===== config.mk =====
export PLATFORM = sky130hd
export DESIGN_NAME = cobs_stream_deframer_flat
export DESIGN_NICKNAME = d
export VERILOG_FILES = /design/src/csd_pkg.sv /design/src/csd_if.sv /design/src/cobs_stream_deframer.sv /design/src/csd_step.sv /design/src/flat_wrapper.sv
export SDC_FILE = /design/constraint.sdc
export NUM_CORES = 1
export LEC_CHECK = 0
export BUFFER_PORTS_ARGS = -buffer_cell sky130_fd_sc_hd__clkbuf_2
export CAP_MARGIN = 5
export CORE_MARGIN = 2
export CORE_UTILIZATION = 25
export DETAILED_ROUTE_END_ITERATION = 10
export PLACE_DENSITY = 0.39
export REMOVE_ABC_BUFFERS = 1
export SLEW_MARGIN = 5
export SYNTH_ARGS = -nofsm -noshare
export SYNTH_HDL_FRONTEND = slang
export SYNTH_SLANG_ARGS = --single-unit

===== constraint.sdc =====
create_clock -name clock -period 14.3 [get_ports clock]
set_clock_uncertainty 0.05 [all_clocks]
set_input_delay 2.86 -clock clock [delete_from_list [all_inputs] [get_ports clock]]
set_output_delay 2.86 -clock clock [all_outputs]
set_load 0.1 [all_outputs]

===== src/csd_pkg.sv =====
// ----------------------------------------------------------------------------
// csd_pkg
// Shared types and constants of the COBS stream deframer: verdict codes,
// frame error codes, the deframer state record and the result record.
// ----------------------------------------------------------------------------
package csd_pkg;

   localparam int BYTE_W  = 8;
   localparam int COUNT_W = 13;
   localparam int VERD_W  = 3;
   localparam int CSR_IDX_W = 2;

   // Verdict codes carried on a frame end transaction.
   localparam logic [VERD_W-1:0] VERD_GOOD      = 3'd0;
   localparam logic [VERD_W-1:0] VERD_EMPTY     = 3'd1;
   localparam logic [VERD_W-1:0] VERD_RESYNC    = 3'd2;
   localparam logic [VERD_W-1:0] VERD_MALFORMED = 3'd3;
   localparam logic [VERD_W-1:0] VERD_TOO_LARGE = 3'd4;
   localparam logic [VERD_W-1:0] VERD_TOO_SHORT = 3'd5;

   // Frame error codes; the capacity hit inside a group is decided later.
   localparam logic [VERD_W-1:0] ERR_NONE           = 3'd0;
   localparam logic [VERD_W-1:0] ERR_TOO_LARGE      = 3'd4;
   localparam logic [VERD_W-1:0] ERR_LARGE_IN_GROUP = 3'd6;

   // Register indexes of the configuration port.
   localparam logic [CSR_IDX_W-1:0] CSR_MAX_FRAME = 2'd0;
   localparam logic [CSR_IDX_W-1:0] CSR_MIN_FRAME = 2'd1;
   localparam logic [CSR_IDX_W-1:0] CSR_ENC_LIMIT = 2'd2;

   localparam logic [BYTE_W-1:0] CODE_FULL_GROUP = 8'hFF;

   localparam logic [COUNT_W-1:0] MAX_FRAME_RESET = 13'd4096;
   localparam logic [COUNT_W-1:0] MIN_FRAME_RESET = 13'd8;
   localparam logic [COUNT_W-1:0] ENC_LIMIT_RESET = 13'd4113;

   typedef struct packed {
      logic [BYTE_W-1:0]  group_left;
      logic               group_was_full;
      logic               zero_owed;
      logic [COUNT_W-1:0] decoded_count;
      logic [COUNT_W-1:0] encoded_count;
      logic               discarding;
      logic [VERD_W-1:0]  frame_error;
   } state_type;

   typedef struct packed {
      logic [BYTE_W-1:0]  out_byte;
      logic               frame_end;
      logic [VERD_W-1:0]  verdict;
      logic [COUNT_W-1:0] frame_length;
   } result_type;

   typedef struct packed {
      logic [COUNT_W-1:0] capacity;
      logic [COUNT_W-1:0] min_frame_bytes;
      logic [COUNT_W-1:0] encoded_limit;
   } config_type;

   localparam state_type STATE_RESET = '{
      group_left: '0, group_was_full: 1'b0, zero_owed: 1'b0,
      decoded_count: '0, encoded_count: '0, discarding: 1'b0,
      frame_error: ERR_NONE};

   // Drops the frame in progress; the discard flag is left alone.
   function automatic state_type clear_frame(input state_type s);
      state_type r;
      r = STATE_RESET;
      r.discarding = s.discarding;
      return r;
   endfunction

endpackage


===== src/csd_if.sv =====
// ----------------------------------------------------------------------------
// csd_if
// Valid/ready channel interfaces of the COBS stream deframer: wire bytes in,
// decoded bytes and verdicts out, and register writes.
// ----------------------------------------------------------------------------
interface csd_req_if;
   logic                         valid;
   logic                         ready;
   logic [csd_pkg::BYTE_W-1:0]   wire_byte;
   logic                         gap_before;

   modport source (output valid, output wire_byte, output gap_before, input ready);
   modport sink   (input valid, input wire_byte, input gap_before, output ready);
endinterface

interface csd_rsp_if;
   logic                         valid;
   logic                         ready;
   logic [csd_pkg::BYTE_W-1:0]   out_byte;
   logic                         frame_end;
   logic [csd_pkg::VERD_W-1:0]   verdict;
   logic [csd_pkg::COUNT_W-1:0]  frame_length;

   modport source (output valid, output out_byte, output frame_end, output verdict,
                   output frame_length, input ready);
   modport sink   (input valid, input out_byte, input frame_end, input verdict,
                   input frame_length, output ready);
endinterface

interface csd_csr_if;
   logic                           valid;
   logic                           ready;
   logic [csd_pkg::CSR_IDX_W-1:0]  index;
   logic [csd_pkg::COUNT_W-1:0]    data;

   modport source (output valid, output index, output data, input ready);
   modport sink   (input valid, input index, input data, output ready);
endinterface


===== src/cobs_stream_deframer.sv =====
// ----------------------------------------------------------------------------
// cobs_stream_deframer
// Streaming COBS deframer: one wire byte per transaction, decoded bytes out as
// they are recovered, and one verdict transaction per zero delimiter.
// ----------------------------------------------------------------------------
// Path: a wire byte is held in the input register, and its result is held in
// the result register, which drives rsp_ch.
// Throughput: one wire byte per cycle while rsp_ch takes results, set by the
// combinational state update between the input register and result register.
// Reset: synchronous, active high; clears the frame state, the discard flag,
// both valid flags and loads the register defaults (4096, 8, 4113).
// ----------------------------------------------------------------------------
module cobs_stream_deframer #(
   parameter int MAX_FRAME = 4096
) (
   input  logic               clock,
   input  logic               reset,
   csd_req_if.sink            req_ch,
   csd_rsp_if.source          rsp_ch,
   csd_csr_if.sink            csr_ch
);

   // Capacity ceiling from the build parameter, clipped to the counter width.
   localparam int CAP_LIMIT = (MAX_FRAME > (2**csd_pkg::COUNT_W - 1))
                              ? (2**csd_pkg::COUNT_W - 1) : MAX_FRAME;
   localparam logic [csd_pkg::COUNT_W-1:0] CAP_CEIL = csd_pkg::COUNT_W'(CAP_LIMIT);

   // Configuration registers.
   logic [csd_pkg::COUNT_W-1:0] max_frame_ff;
   logic [csd_pkg::COUNT_W-1:0] min_frame_ff;
   logic [csd_pkg::COUNT_W-1:0] enc_limit_ff;
   csd_pkg::config_type         cfg;

   // Input register stage.
   logic                        in_valid_ff;
   logic [csd_pkg::BYTE_W-1:0]  in_byte_ff;
   logic                        in_gap_ff;

   // Deframer state and result register.
   csd_pkg::state_type          state_ff;
   csd_pkg::state_type          state_in;
   logic                        rsp_valid_ff;
   csd_pkg::result_type         rsp_ff;

   logic                        step_valid;
   csd_pkg::result_type         step_result;
   logic                        out_free;
   logic                        advance;
   logic                        req_fire;

   // Register writes must be issued only while the block is idle, which the block
   // does not enforce. The port is always ready. An index past the register list is ignored.
   assign csr_ch.ready = 1'b1;

   always_ff @(posedge clock) begin
      if (reset) begin
         max_frame_ff <= csd_pkg::MAX_FRAME_RESET;
         min_frame_ff <= csd_pkg::MIN_FRAME_RESET;
         enc_limit_ff <= csd_pkg::ENC_LIMIT_RESET;
      end else if (csr_ch.valid) begin
         case (csr_ch.index)
            csd_pkg::CSR_MAX_FRAME: max_frame_ff <= csr_ch.data;
            csd_pkg::CSR_MIN_FRAME: min_frame_ff <= csr_ch.data;
            csd_pkg::CSR_ENC_LIMIT: enc_limit_ff <= csr_ch.data;
            default: ;
         endcase
      end
   end

   always_comb begin
      cfg.capacity        = (max_frame_ff < CAP_CEIL) ? max_frame_ff : CAP_CEIL;
      cfg.min_frame_bytes = min_frame_ff;
      cfg.encoded_limit   = enc_limit_ff;
   end

   csd_step u_step (
      .state_cur    (state_ff),
      .cfg          (cfg),
      .wire_byte    (in_byte_ff),
      .gap_before   (in_gap_ff),
      .state_nxt    (state_in),
      .result_valid (step_valid),
      .result       (step_result)
   );

   // The held byte moves on when the result register can take its result, or
   // at once when the byte yields no result. The input register refills in the
   // same cycle, so a byte can be taken every cycle while results flow.
   assign out_free     = !rsp_valid_ff || rsp_ch.ready;
   assign advance      = in_valid_ff && (out_free || !step_valid);
   assign req_ch.ready = !in_valid_ff || advance;
   assign req_fire     = req_ch.valid && req_ch.ready;

   always_ff @(posedge clock) begin
      if (reset) begin
         in_valid_ff <= 1'b0;
      end else begin
         if (req_fire) begin
            in_valid_ff <= 1'b1;
         end else if (advance) begin
            in_valid_ff <= 1'b0;
         end
      end
      if (req_fire) begin
         in_byte_ff <= req_ch.wire_byte;
         in_gap_ff  <= req_ch.gap_before;
      end
   end

   always_ff @(posedge clock) begin
      if (reset) begin
         state_ff     <= csd_pkg::STATE_RESET;
         rsp_valid_ff <= 1'b0;
      end else begin
         if (advance) begin
            state_ff <= state_in;
         end
         if (advance && step_valid) begin
            rsp_valid_ff <= 1'b1;
         end else if (rsp_ch.ready) begin
            rsp_valid_ff <= 1'b0;
         end
      end
      if (advance && step_valid) begin
         rsp_ff <= step_result;
      end
   end

   assign rsp_ch.valid        = rsp_valid_ff;
   assign rsp_ch.out_byte     = rsp_ff.out_byte;
   assign rsp_ch.frame_end    = rsp_ff.frame_end;
   assign rsp_ch.verdict      = rsp_ff.verdict;
   assign rsp_ch.frame_length = rsp_ff.frame_length;

   // A delimiter always leaves a fresh frame behind it.
   a_delim_clears: assert property (@(posedge clock) disable iff (reset)
      advance && in_byte_ff == '0 |=>
         state_ff.decoded_count == '0 && state_ff.group_left == '0 &&
         !state_ff.discarding)
      else $error("frame state not cleared after delimiter");

   // While discarding, nothing of the dropped frame is kept.
   a_discard_empty: assert property (@(posedge clock) disable iff (reset)
      state_ff.discarding |->
         state_ff.decoded_count == '0 && state_ff.encoded_count == '0 &&
         !state_ff.zero_owed)
      else $error("discarding with frame state left over");

   // Data transactions carry no verdict and no length.
   a_data_clean: assert property (@(posedge clock) disable iff (reset)
      rsp_valid_ff && !rsp_ff.frame_end |->
         rsp_ff.verdict == csd_pkg::VERD_GOOD && rsp_ff.frame_length == '0)
      else $error("data transaction with verdict fields set");

   // Decoded count never passes the number of encoded bytes taken.
   a_count_bound: assert property (@(posedge clock) disable iff (reset)
      state_ff.decoded_count <= state_ff.encoded_count)
      else $error("decoded count above encoded count");

endmodule


===== src/csd_step.sv =====
// ----------------------------------------------------------------------------
// csd_step
// Next-state and result logic for one wire byte of the COBS deframer.
// ----------------------------------------------------------------------------
module csd_step (
   input  csd_pkg::state_type           state_cur,
   input  csd_pkg::config_type          cfg,
   input  logic [csd_pkg::BYTE_W-1:0]   wire_byte,
   input  logic                         gap_before,
   output csd_pkg::state_type           state_nxt,
   output logic                         result_valid,
   output csd_pkg::result_type          result
);

   csd_pkg::state_type s;
   logic               is_code;
   logic               want_emit;
   logic [csd_pkg::BYTE_W-1:0]  emit_value;
   logic [csd_pkg::VERD_W-1:0]  emit_err;

   always_comb begin
      s            = state_cur;
      result_valid = 1'b0;
      result       = '0;
      is_code      = 1'b0;
      want_emit    = 1'b0;
      emit_value   = '0;
      emit_err     = csd_pkg::ERR_NONE;

      if (gap_before) begin
         s            = csd_pkg::clear_frame(s);
         s.discarding = 1'b1;
      end

      if (wire_byte == '0) begin
         // Delimiter: give the verdict for the frame and start over.
         result_valid    = 1'b1;
         result.frame_end = 1'b1;
         if (s.discarding) begin
            result.verdict = csd_pkg::VERD_RESYNC;
            s.discarding   = 1'b0;
         end else if (s.encoded_count == '0) begin
            result.verdict = csd_pkg::VERD_EMPTY;
         end else begin
            result.frame_length = s.decoded_count;
            if (s.frame_error == csd_pkg::ERR_LARGE_IN_GROUP) begin
               result.verdict = (s.group_left != '0) ? csd_pkg::VERD_MALFORMED
                                                     : csd_pkg::VERD_TOO_LARGE;
            end else if (s.frame_error != csd_pkg::ERR_NONE) begin
               result.verdict = s.frame_error;
            end else if (s.group_left != '0) begin
               result.verdict = csd_pkg::VERD_MALFORMED;
            end else if (s.decoded_count < cfg.min_frame_bytes) begin
               result.verdict = csd_pkg::VERD_TOO_SHORT;
            end else begin
               result.verdict = csd_pkg::VERD_GOOD;
            end
         end
         s = csd_pkg::clear_frame(s);
      end else if (!s.discarding) begin
         if (s.encoded_count >= cfg.encoded_limit) begin
            s            = csd_pkg::clear_frame(s);
            s.discarding = 1'b1;
         end else begin
            s.encoded_count = s.encoded_count + 1'b1;
            is_code = (s.group_left == '0);
            if (is_code) begin
               if (s.frame_error == csd_pkg::ERR_LARGE_IN_GROUP) begin
                  s.frame_error = csd_pkg::ERR_TOO_LARGE;
               end
               want_emit  = s.zero_owed;
               emit_value = '0;
               emit_err   = csd_pkg::ERR_TOO_LARGE;
            end else begin
               want_emit  = 1'b1;
               emit_value = wire_byte;
               emit_err   = csd_pkg::ERR_LARGE_IN_GROUP;
            end

            // A decoded byte goes out only while the frame is clean and fits.
            if (want_emit && s.frame_error == csd_pkg::ERR_NONE) begin
               if (s.decoded_count >= cfg.capacity) begin
                  s.frame_error = emit_err;
               end else begin
                  s.decoded_count = s.decoded_count + 1'b1;
                  result_valid    = 1'b1;
                  result.out_byte = emit_value;
               end
            end

            if (is_code) begin
               s.group_left     = wire_byte - 1'b1;
               s.group_was_full = (wire_byte == csd_pkg::CODE_FULL_GROUP);
            end else begin
               s.group_left = s.group_left - 1'b1;
            end
            s.zero_owed = (s.group_left == '0) ? !s.group_was_full : 1'b0;
         end
      end

      state_nxt = s;
   end

endmodule

===== src/flat_wrapper.sv =====
// flat-port wrapper written by rule: the top's interface ports become plain ports
module cobs_stream_deframer_flat 
#(
   parameter int MAX_FRAME = 4096
)
  (clock, reset, req_ch_valid, req_ch_wire_byte, req_ch_gap_before, req_ch_ready, rsp_ch_valid, rsp_ch_out_byte, rsp_ch_frame_end, rsp_ch_verdict, rsp_ch_frame_length, rsp_ch_ready, csr_ch_valid, csr_ch_index, csr_ch_data, csr_ch_ready);
  csd_req_if req_ch_i ();
  csd_rsp_if rsp_ch_i ();
  csd_csr_if csr_ch_i ();
  input  logic clock;
  input  logic reset;
  input wire logic [$bits(req_ch_i.valid)-1:0] req_ch_valid;
  input wire logic [$bits(req_ch_i.wire_byte)-1:0] req_ch_wire_byte;
  input wire logic [$bits(req_ch_i.gap_before)-1:0] req_ch_gap_before;
  output wire logic [$bits(req_ch_i.ready)-1:0] req_ch_ready;
  output wire logic [$bits(rsp_ch_i.valid)-1:0] rsp_ch_valid;
  output wire logic [$bits(rsp_ch_i.out_byte)-1:0] rsp_ch_out_byte;
  output wire logic [$bits(rsp_ch_i.frame_end)-1:0] rsp_ch_frame_end;
  output wire logic [$bits(rsp_ch_i.verdict)-1:0] rsp_ch_verdict;
  output wire logic [$bits(rsp_ch_i.frame_length)-1:0] rsp_ch_frame_length;
  input wire logic [$bits(rsp_ch_i.ready)-1:0] rsp_ch_ready;
  input wire logic [$bits(csr_ch_i.valid)-1:0] csr_ch_valid;
  input wire logic [$bits(csr_ch_i.index)-1:0] csr_ch_index;
  input wire logic [$bits(csr_ch_i.data)-1:0] csr_ch_data;
  output wire logic [$bits(csr_ch_i.ready)-1:0] csr_ch_ready;
  assign req_ch_i.valid = req_ch_valid;
  assign req_ch_i.wire_byte = req_ch_wire_byte;
  assign req_ch_i.gap_before = req_ch_gap_before;
  assign req_ch_ready = req_ch_i.ready;
  assign rsp_ch_valid = rsp_ch_i.valid;
  assign rsp_ch_out_byte = rsp_ch_i.out_byte;
  assign rsp_ch_frame_end = rsp_ch_i.frame_end;
  assign rsp_ch_verdict = rsp_ch_i.verdict;
  assign rsp_ch_frame_length = rsp_ch_i.frame_length;
  assign rsp_ch_i.ready = rsp_ch_ready;
  assign csr_ch_i.valid = csr_ch_valid;
  assign csr_ch_i.index = csr_ch_index;
  assign csr_ch_i.data = csr_ch_data;
  assign csr_ch_ready = csr_ch_i.ready;
  cobs_stream_deframer #(.MAX_FRAME(MAX_FRAME)) u_core (.clock(clock), .reset(reset), .req_ch(req_ch_i), .rsp_ch(rsp_ch_i), .csr_ch(csr_ch_i));
endmodule

==> impl_metrics.toml, run 1 <==
[clock_network]
cts_tree = "built"
clkLatencyLatePin_ps = 410
cts-hold-fix-buffers = 0
cts_inserted_buffers = 17
cts_max_path_buffers = 2
post_cts_buffers = 0
cts.repair.resized = 0
path_clk_slew_ps = 50
cts.sinks = 115
root_buffer = "clkbuf_16"
htreeDepth = 4

[worst_setup_path]
path_max_fanout = 43
crit_type = "flip-flop to output port"
critPathBufInv = 4
cp-start-kind = "flip-flop"
path_cells = "buf_4, inv_2, nand2_1, inv_1, ha_1, nand2_1, o21ai_0, a311o_1, a21oi_1, nand2_1, a211o_1, clkbuf_2"
max_stage_delay_ps = 610
crit_family = "compound AO/OA/AOI/OAI gates"
critPathMostFrequentCell = "nand2_1"
worstPathRequired_ps = 11390
cp_slowest_cell = "a21oi_1"
r2r_slack_ps = 9700
arrival_ps = 4250
cp-end-kind = "output port"

[sta]
hold_slack_ps = 400
tightest_slew_ps = 922
fmax_ghz = 0.140
period_needed_ps = 7160
setup_viol = 0
drv_slew = 0
hold_viol = 0
slew_headroom = 0.383
fin_tns_setup_ps = 0
fin_crit_sh = 0.501
grt_setup_unrepaired = "false"

[run]
drv_cap = 0

[placement]
place_congestion = 0.824
dpl.hpwl_um = 13600
io_buffers = 55

[synthesis]
syn_inst = 734
synth-seq-cells = 115
async_flop_share = 0
synth_area_mm2 = 0.00628
avgSynthCellArea_um2 = 8.56
synth_cell_types = 73
yosysSeqAreaShare = 0.420
synthFlopType = "dfxtp_1"
yosysWarnings = 0
synth-edff-count = 34

[power_and_ir_drop]
p_per_area_mw_per_mm2 = 119
ir_worst_vdd_v = 0.0000546
power_leakage_nw = 2.77

[grt]
grt_use_total = 0.148
grt_max_degree = 44
grt_pass1_vias = 5368
grt_first_pass_wirelength_um = 30400
antenna_found_initial = 0
gr-total-overflow = 0

[layout]
antenna_cells = 0
synthToLayoutAreaGrowth_pct = 19.6
drive_above_1_share = 0.136
final_nets = 849

[route]
via_count = 5503
drc = 0
drt_iter0_markers = 340
firstDrtPassIters = 5
wl_per_cell_um = 16.9
via_per_inst = 4.90
ant_nets = 0
totalWireLength_um = 19000

[floorplanning]
die-area_mm2 = 0.0264
pin_count = 57
row_count = 58
fp.dieH_um = 163
initial_core_util = 0.252
die_x_um = 163
design.core.area_mm2 = 0.0250

[run_status]
status = "finished clean"

[hold_path]
min_path_type = "flip-flop to flip-flop"
## per-stage QoR
step | area, um^2 | std cells | power (mW) | util | setup WS [ps]
global route | 7510 | 1124 | 0.930 | 0.301 | 6800
global placement | 6900 | 1092 | 0.451 | 0.276 | 7560
detailed placement | 6900 | 1092 | 0.450 | 0.276 | 7540
finish | 7510 | 1124 | 0.898 | 0.301 | 7140
floorplan | 6150 | 699 | 0.418 | - | 7700
CTS | 7510 | 1124 | 0.908 | 0.301 | 7090
## layout make-up
type / count / area [um^2]
Fill cell: 2715 / 17400
Multi-Input combinational cell: 538 / 3340
Sequential cell: 115 / 2640
Clock buffer: 18 / 429
Tap cell: 330 / 413
Timing Repair Buffer: 63 / 335
Clock inverter: 14 / 186
Inverter: 46 / 173
## registers in the layout, summed over array words and instances (netlist names)
name,flops
u_core.enc_limit_ff,13
u_core.in_byte_ff,8
u_core.in_gap_ff,1
u_core.in_valid_ff,1
u_core.max_frame_ff,13
u_core.min_frame_ff,13
u_core.rsp_ch.frame_end,1
u_core.rsp_ch.frame_length,13
u_core.rsp_ch.out_byte,8
u_core.rsp_ch.valid,1
u_core.rsp_ch.verdict,3
u_core.state_ff,40
## power by group
part           total [mW]  leakage [nW]  internal, mW  switching [mW]
clock               0.455         0.290         0.291           0.164
sequential          0.352         0.948         0.344         0.00726
combinational      0.0908          1.53        0.0250          0.0658
## per-layer routing
| layer | routed length [um] | GRT usage | share of wire | vias to the layer above |
|---|---|---|---|---|
| li1 | - | - | - | 2756 |
| met1 | 10100 | 0.223 | 0.53 | 2625 |
| met2 | 7940 | 0.217 | 0.42 | 115 |
| met3 | 813 | 0.0270 | 0.043 | 7 |
| met4 | 124 | 0.0386 | 0.0065 | 0 |
| met5 | 0 | 0 | 0 | - |
## worst paths after layout
check	start	endpoint	depth (start not counted)
hold / removal	u_core.max_frame_ff[0]	u_core.max_frame_ff[0]	2
hold reg to reg	u_core.max_frame_ff[0]	u_core.max_frame_ff[0]	2
setup reg to reg	u_core.in_gap_ff	u_core.state_ff[28]	12
setup / recovery	u_core.in_gap_ff	req_ch_ready	12
## Yosys cell counts (all sizes together) (10+ instances only)
| library cell | count | share of area |
|---|---|---|
| nand2 | 112 | 0.067 |
| dfxtp | 81 | 0.26 |
| a21oi | 76 | 0.061 |
| inv | 45 | 0.027 |
| nor2 | 43 | 0.026 |
| ha | 39 | 0.078 |
| edfxtp | 34 | 0.16 |
| clkbuf | 27 | 0.016 |
| o21ai | 25 | 0.020 |
| nand3 | 24 | 0.019 |
| nor2b | 21 | 0.021 |
| or4 | 15 | 0.018 |
| nand4 | 14 | 0.014 |
| a21o | 12 | 0.014 |
| nor4 | 12 | 0.016 |
| and2 | 11 | 0.011 |
| nand2b | 10 | 0.010 |
| o211ai | 10 | 0.013 |
## cells by family after synthesis
group	Yosys count	synth area share
adders and majority gates	39	0.0776
DFF	115	0.420
buffers and inverters	81	0.0494
xor gates and xnor gates	7	0.00976
and+or+nand+nor	305	0.250
AOI/OAI and AO/OA	186	0.192
other	1	0.000597
## worst reg2reg max path, cell delays in order (launching register included)
cell      delay (ps)
edfxtp_1         320
buf_4            420
inv_2            310
nand2_1          220
ha_1             250
nand2b_1         140
a31oi_1          170
o21ai_1          130
a21oi_1          540
o21ai_0          390
or3_1            700
or4_1            650
o41ai_2          220
## placed cells by master (no fill, tap or decap), types with 9 or more instances in the layout
cell type,n
nor2b_1,20
clkbuf_16,17
a21oi_1,75
nand2b_1,10
edfxtp_1,34
ha_1,39
clkbuf_2,55
nor2_1,42
o211ai_1,9
nand4_1,14
a21o_1,12
nand2_1,112
inv_1,44
dfxtp_1,81
and2_1,10
o21ai_0,23
or4_1,15
nand3_1,24
nor4_1,9
No activity file was read; power rests on OpenSTA's default activity.
==> inputs of run 2 (changes only) <==
- clock period: 14.3 -> 6.93 ns (I/O delays scaled with it)
==> impl_metrics.toml, run 2 (synthesized netlist as in run 1, its figures left out) <==
[power_and_ir_drop]
p_int_mw = 1.26
netSwitchingFraction = 0.283
p_clk_frac = 0.479
p_switching_uw = 497
power_leakage_nw = 2.75
power_frac_comb = 0.107
ir_worst_vdd_v = 0.000116
sequentialPowerShare = 0.415
p_per_area_mw_per_mm2 = 235

[grt]
grt_use_total = 0.150
grt_max_degree = 66
grt_first_pass_wirelength_um = 30700
antenna_found_initial = 0
gr-total-overflow = 0
grt_pass1_vias = 5279

[worst_setup_path]
worstPathRequired_ps = 5490
crit_type = "flip-flop to output port"
cp-end-kind = "output port"
cp-start-kind = "flip-flop"
path_max_fanout = 20
r2r_slack_ps = 2340
arrival_ps = 4120

[route]
ant_nets = 0
drc = 0
via_count = 5506
drt_iter0_markers = 454
totalWireLength_um = 19100
wl_per_cell_um = 17.0
via_per_inst = 4.89
firstDrtPassIters = 5

[sta]
slew_headroom = 0.384
fmax_ghz = 0.180
grt_setup_unrepaired = "false"
drv_slew = 0
tightest_slew_ps = 924
period_needed_ps = 5550
setup_viol = 0
fin_crit_sh = 0.801
fin_tns_setup_ps = 0
hold_viol = 0

[layout]
fillers = 2736
top_register = "u_core.state_ff"
synthToLayoutAreaGrowth_pct = 18.8
final_cell_mix = "112 x nand2_1, 81 x dfxtp_1, 75 x a21oi_1, 55 x clkbuf_2, 44 x inv_1"
drive_above_1_share = 0.138
antenna_cells = 0
final_cells = 1125
largest_reg_flops = 40
final_nets = 850
final_common_cell = "nand2_1"

[placement]
place_congestion = 0.764
dpl.hpwl_um = 13600
io_buffers = 55
placed_cells = 1093

[floorplanning]
row_count = 58
pin_count = 57
fp.dieH_um = 163
die-area_mm2 = 0.0264
die_x_um = 163
initial_core_util = 0.252
design.core.area_mm2 = 0.0250

[clock_network]
cts_tree = "built"
cts-hold-fix-buffers = 0
clkLatencyLatePin_ps = 420
root_buffer = "clkbuf_16"
cts_max_path_buffers = 2
path_clk_slew_ps = 60
cts_inserted_buffers = 17
htreeDepth = 4
post_cts_buffers = 0
cts.repair.resized = 0
cts.sinks = 115

[run]
drv_cap = 0

[hold_path]
min_path_type = "flip-flop to flip-flop"

[run_status]
status = "finished clean"
-- run 2: cell types whose count changed in the layout (fill, tap and decap cells not counted), sizes merged --
| cell | previous run | this run |
|---|---|---|
| clkinv | 6 | 8 |
| bufinv | 4 | 1 |
| clkinvlp | 4 | 3 |
| buf | 8 | 9 |
| clkbuf | 73 | 72 |
| inv | 46 | 49 |
-- run 2: final timing paths --
check | cells past startpoint | endpoint | start
worst max register to register | 12 | u_core.state_ff[33] | u_core.in_gap_ff
worst min register to register | 2 | u_core.min_frame_ff[8] | u_core.min_frame_ff[8]
worst max-delay path | 12 | req_ch_ready | u_core.in_gap_ff
worst min-delay path | 2 | u_core.min_frame_ff[8] | u_core.min_frame_ff[8]
-- run 2: critical path: stages, from the launching register on --
cell	delay [ps]
edfxtp_1	860
inv_2	360
nand2_1	180
inv_1	120
ha_1	310
nand2_1	80
o21ai_0	130
a311o_1	380
a21oi_1	200
buf_4	190
nand2_1	130
a211o_1	360
clkbuf_2	380
-- run 2: layout make-up --
cell class	instances	area, um^2	area share
multi-input cells	538	3340	0.447
flip-flops and latches	115	2640	0.354
clock buffers	17	425	0.0570
well taps	330	413	0.0553
repair buffers	64	343	0.0459
inverters	46	173	0.0231
clock inverters	15	133	0.0178
-- run 2: power by group through the flow --
| stage | sequential (mW) | clock (mW) | combinational, mW |
|---|---|---|---|
| detailed placement | 0.742 | 0 | 0.188 |
| global route | 0.729 | 0.894 | 0.206 |
| floorplan | 0.771 | 0 | 0.0907 |
| CTS | 0.727 | 0.863 | 0.189 |
| finish | 0.727 | 0.840 | 0.187 |
| global placement | 0.742 | 0 | 0.190 |
-- run 2: layer usage --
layer  vias to the layer above  track usage  wire length, um
met4                         0       0.0394              178
li1                       2746            -                -
met2                       125        0.221             8200
met5                         -            0                0
met3                        12       0.0303              706
met1                      2623        0.222            10000
-- run 2: per-stage QoR --
stage / hold slack, ps / setup slack, ps / cell area [um^2] / util / power, mW
2_1_floorplan: 376 / 1980 / 6150 / - / 0.862
3_3_place_gp: 393 / 1930 / 6910 / 0.277 / 0.932
3_5_place_dp: 397 / 1860 / 6910 / 0.277 / 0.930
4_1_cts: 405 / 1390 / 7460 / 0.299 / 1.78
5_1_grt: 417 / 1120 / 7460 / 0.299 / 1.83
6_report: 402 / 1380 / 7460 / 0.299 / 1.75
==> inputs of run 3 (changes only) <==
- PLACE_DENSITY: 0.39 -> 0.41
- clock period: 6.93 -> 4.69 ns (I/O delays scaled with it)
==> impl_metrics.toml, run 3 (synthesized netlist as in run 1, its figures left out) <==
[worst_setup_path]
path_max_fanout = 9
cp.depth = 11
cp_slowest_cell = "edfxtp_1"
worstRegToRegCells = 12
worstPathRequired_ps = 3700
crit_type = "flip-flop to output port"
path_cells = "buf_4, nor2b_1, ha_1, o211ai_1, o2111ai_1, a311o_1, a21oi_1, buf_4, nand2_1, a211o_1, buf_12"
critPathMostFrequentCell = "buf_4"
max_stage_delay_ps = 510
crit_family = "compound AO/OA/AOI/OAI gates"
arrival_ps = 3450
cp-end-kind = "output port"
cp-start-kind = "flip-flop"
critPathBufInv = 3

[layout]
final_cell_mix = "112 x nand2_1, 81 x dfxtp_1, 75 x a21oi_1, 54 x clkbuf_2, 44 x inv_1"
top_register = "u_core.state_ff"
antenna_cells = 0
final_common_cell = "nand2_1"
drive_above_1_share = 0.150
largest_reg_flops = 40
synthToLayoutAreaGrowth_pct = 21.1
final_cells = 1136
final_nets = 862

[sta]
grt_setup_unrepaired = "false"
fin_crit_sh = 0.946
fmax_ghz = 0.225
drv_slew = 0
slew_headroom = 0.369
setup_viol = 0
period_needed_ps = 4440
finalWorstSetupSlack_ps = 254
tightest_slew_ps = 942
hold_viol = 0
fin_tns_setup_ps = 0

[hold_path]
min_path_cells = 2
min_path_type = "flip-flop to flip-flop"

[clock_network]
post_cts_buffers = 0
cts_max_path_buffers = 2
htreeDepth = 4
cts_tree = "built"
cts.sinks = 115
cts-hold-fix-buffers = 0
root_buffer = "clkbuf_16"
cts.repair.resized = 0
cts_inserted_buffers = 17
clkLatencyLatePin_ps = 430
path_clk_slew_ps = 50

[route]
via_count = 5564
wl_per_cell_um = 16.5
ant_nets = 0
drc = 0
drt_iter0_markers = 373
via_per_inst = 4.90
totalWireLength_um = 18700
firstDrtPassIters = 5

[power_and_ir_drop]
ir_worst_vdd_v = 0.000195
p_per_area_mw_per_mm2 = 351
sequentialPowerShare = 0.402
p_clk_frac = 0.492
power_leakage_nw = 2.85
p_switching_uw = 698
netSwitchingFraction = 0.261
power_frac_comb = 0.106
p_int_mw = 1.98
finalPower_mw = 2.67

[grt]
grt_pass1_vias = 5415
gr-total-overflow = 0
antenna_found_initial = 0
grt_first_pass_wirelength_um = 30300
grt_use_total = 0.148
grt_max_degree = 34

[placement]
placed_cells = 1103
post-place-ws_ps = 685
dpl.hpwl_um = 13800
place_congestion = 0.806
io_buffers = 55

[floorplanning]
design.core.area_mm2 = 0.0250
pin_count = 57
fp.dieH_um = 163
initial_core_util = 0.252
die_x_um = 163
row_count = 58
die-area_mm2 = 0.0264

[run_status]
status = "finished clean"

[run]
drv_cap = 0
[run 3: final timing paths]
| check | start | end | slack [ps] |
|---|---|---|---|
| worst max-delay path | u_core.in_gap_ff | req_ch_ready | 250 |
| worst min-delay path | u_core.min_frame_ff[7] | u_core.min_frame_ff[7] | 400 |
| worst max register to register | u_core.in_gap_ff | u_core.state_ff[28] | 750 |
| worst min register to register | u_core.min_frame_ff[7] | u_core.min_frame_ff[7] | 400 |
[run 3: area by class of cell]
class / instances / area [um^2]
tap: 330 / 413
clock buffer: 24 / 534
multi-input combinational: 538 / 3340
clock inverter: 7 / 67.6
sequential: 115 / 2640
fill: 2668 / 17400
timing repair buffer: 76 / 448
inverter: 46 / 173
[run 3: power groups by stage]
stage                     sequential (mW)  combinational, mW  clock (mW)
final                                1.07              0.284        1.32
after global routing                 1.08              0.312        1.39
after CTS                            1.07              0.283        1.35
after detailed placement             1.09              0.282           0
after global placement               1.10              0.285           0
after floorplan                      1.14              0.134           0
[run 3: through the flow]
stage           util  instance area, um^2  hold slack (ps)
2_1_floorplan      -                 6150              376
3_3_place_gp   0.280                 7000              395
3_5_place_dp   0.280                 7000              397
4_1_cts        0.304                 7600              404
5_1_grt        0.305                 7610              429
6_report       0.305                 7610              402
[run 3: worst min-delay path, cell delays in order, from the launching register on]
cell	delay, ps
dfxtp_1	300
nand2_1	50
a21oi_1	50
[run 3: layer usage]
metal / share of wire / GRT usage / vias to the layer above
met2: 0.45 / 0.232 / 112
met3: 0.035 / 0.0308 / 22
met4: 0.017 / 0.0491 / 0
li1: - / - / 2776
met1: 0.49 / 0.205 / 2654
met5: 0 / 0 / -
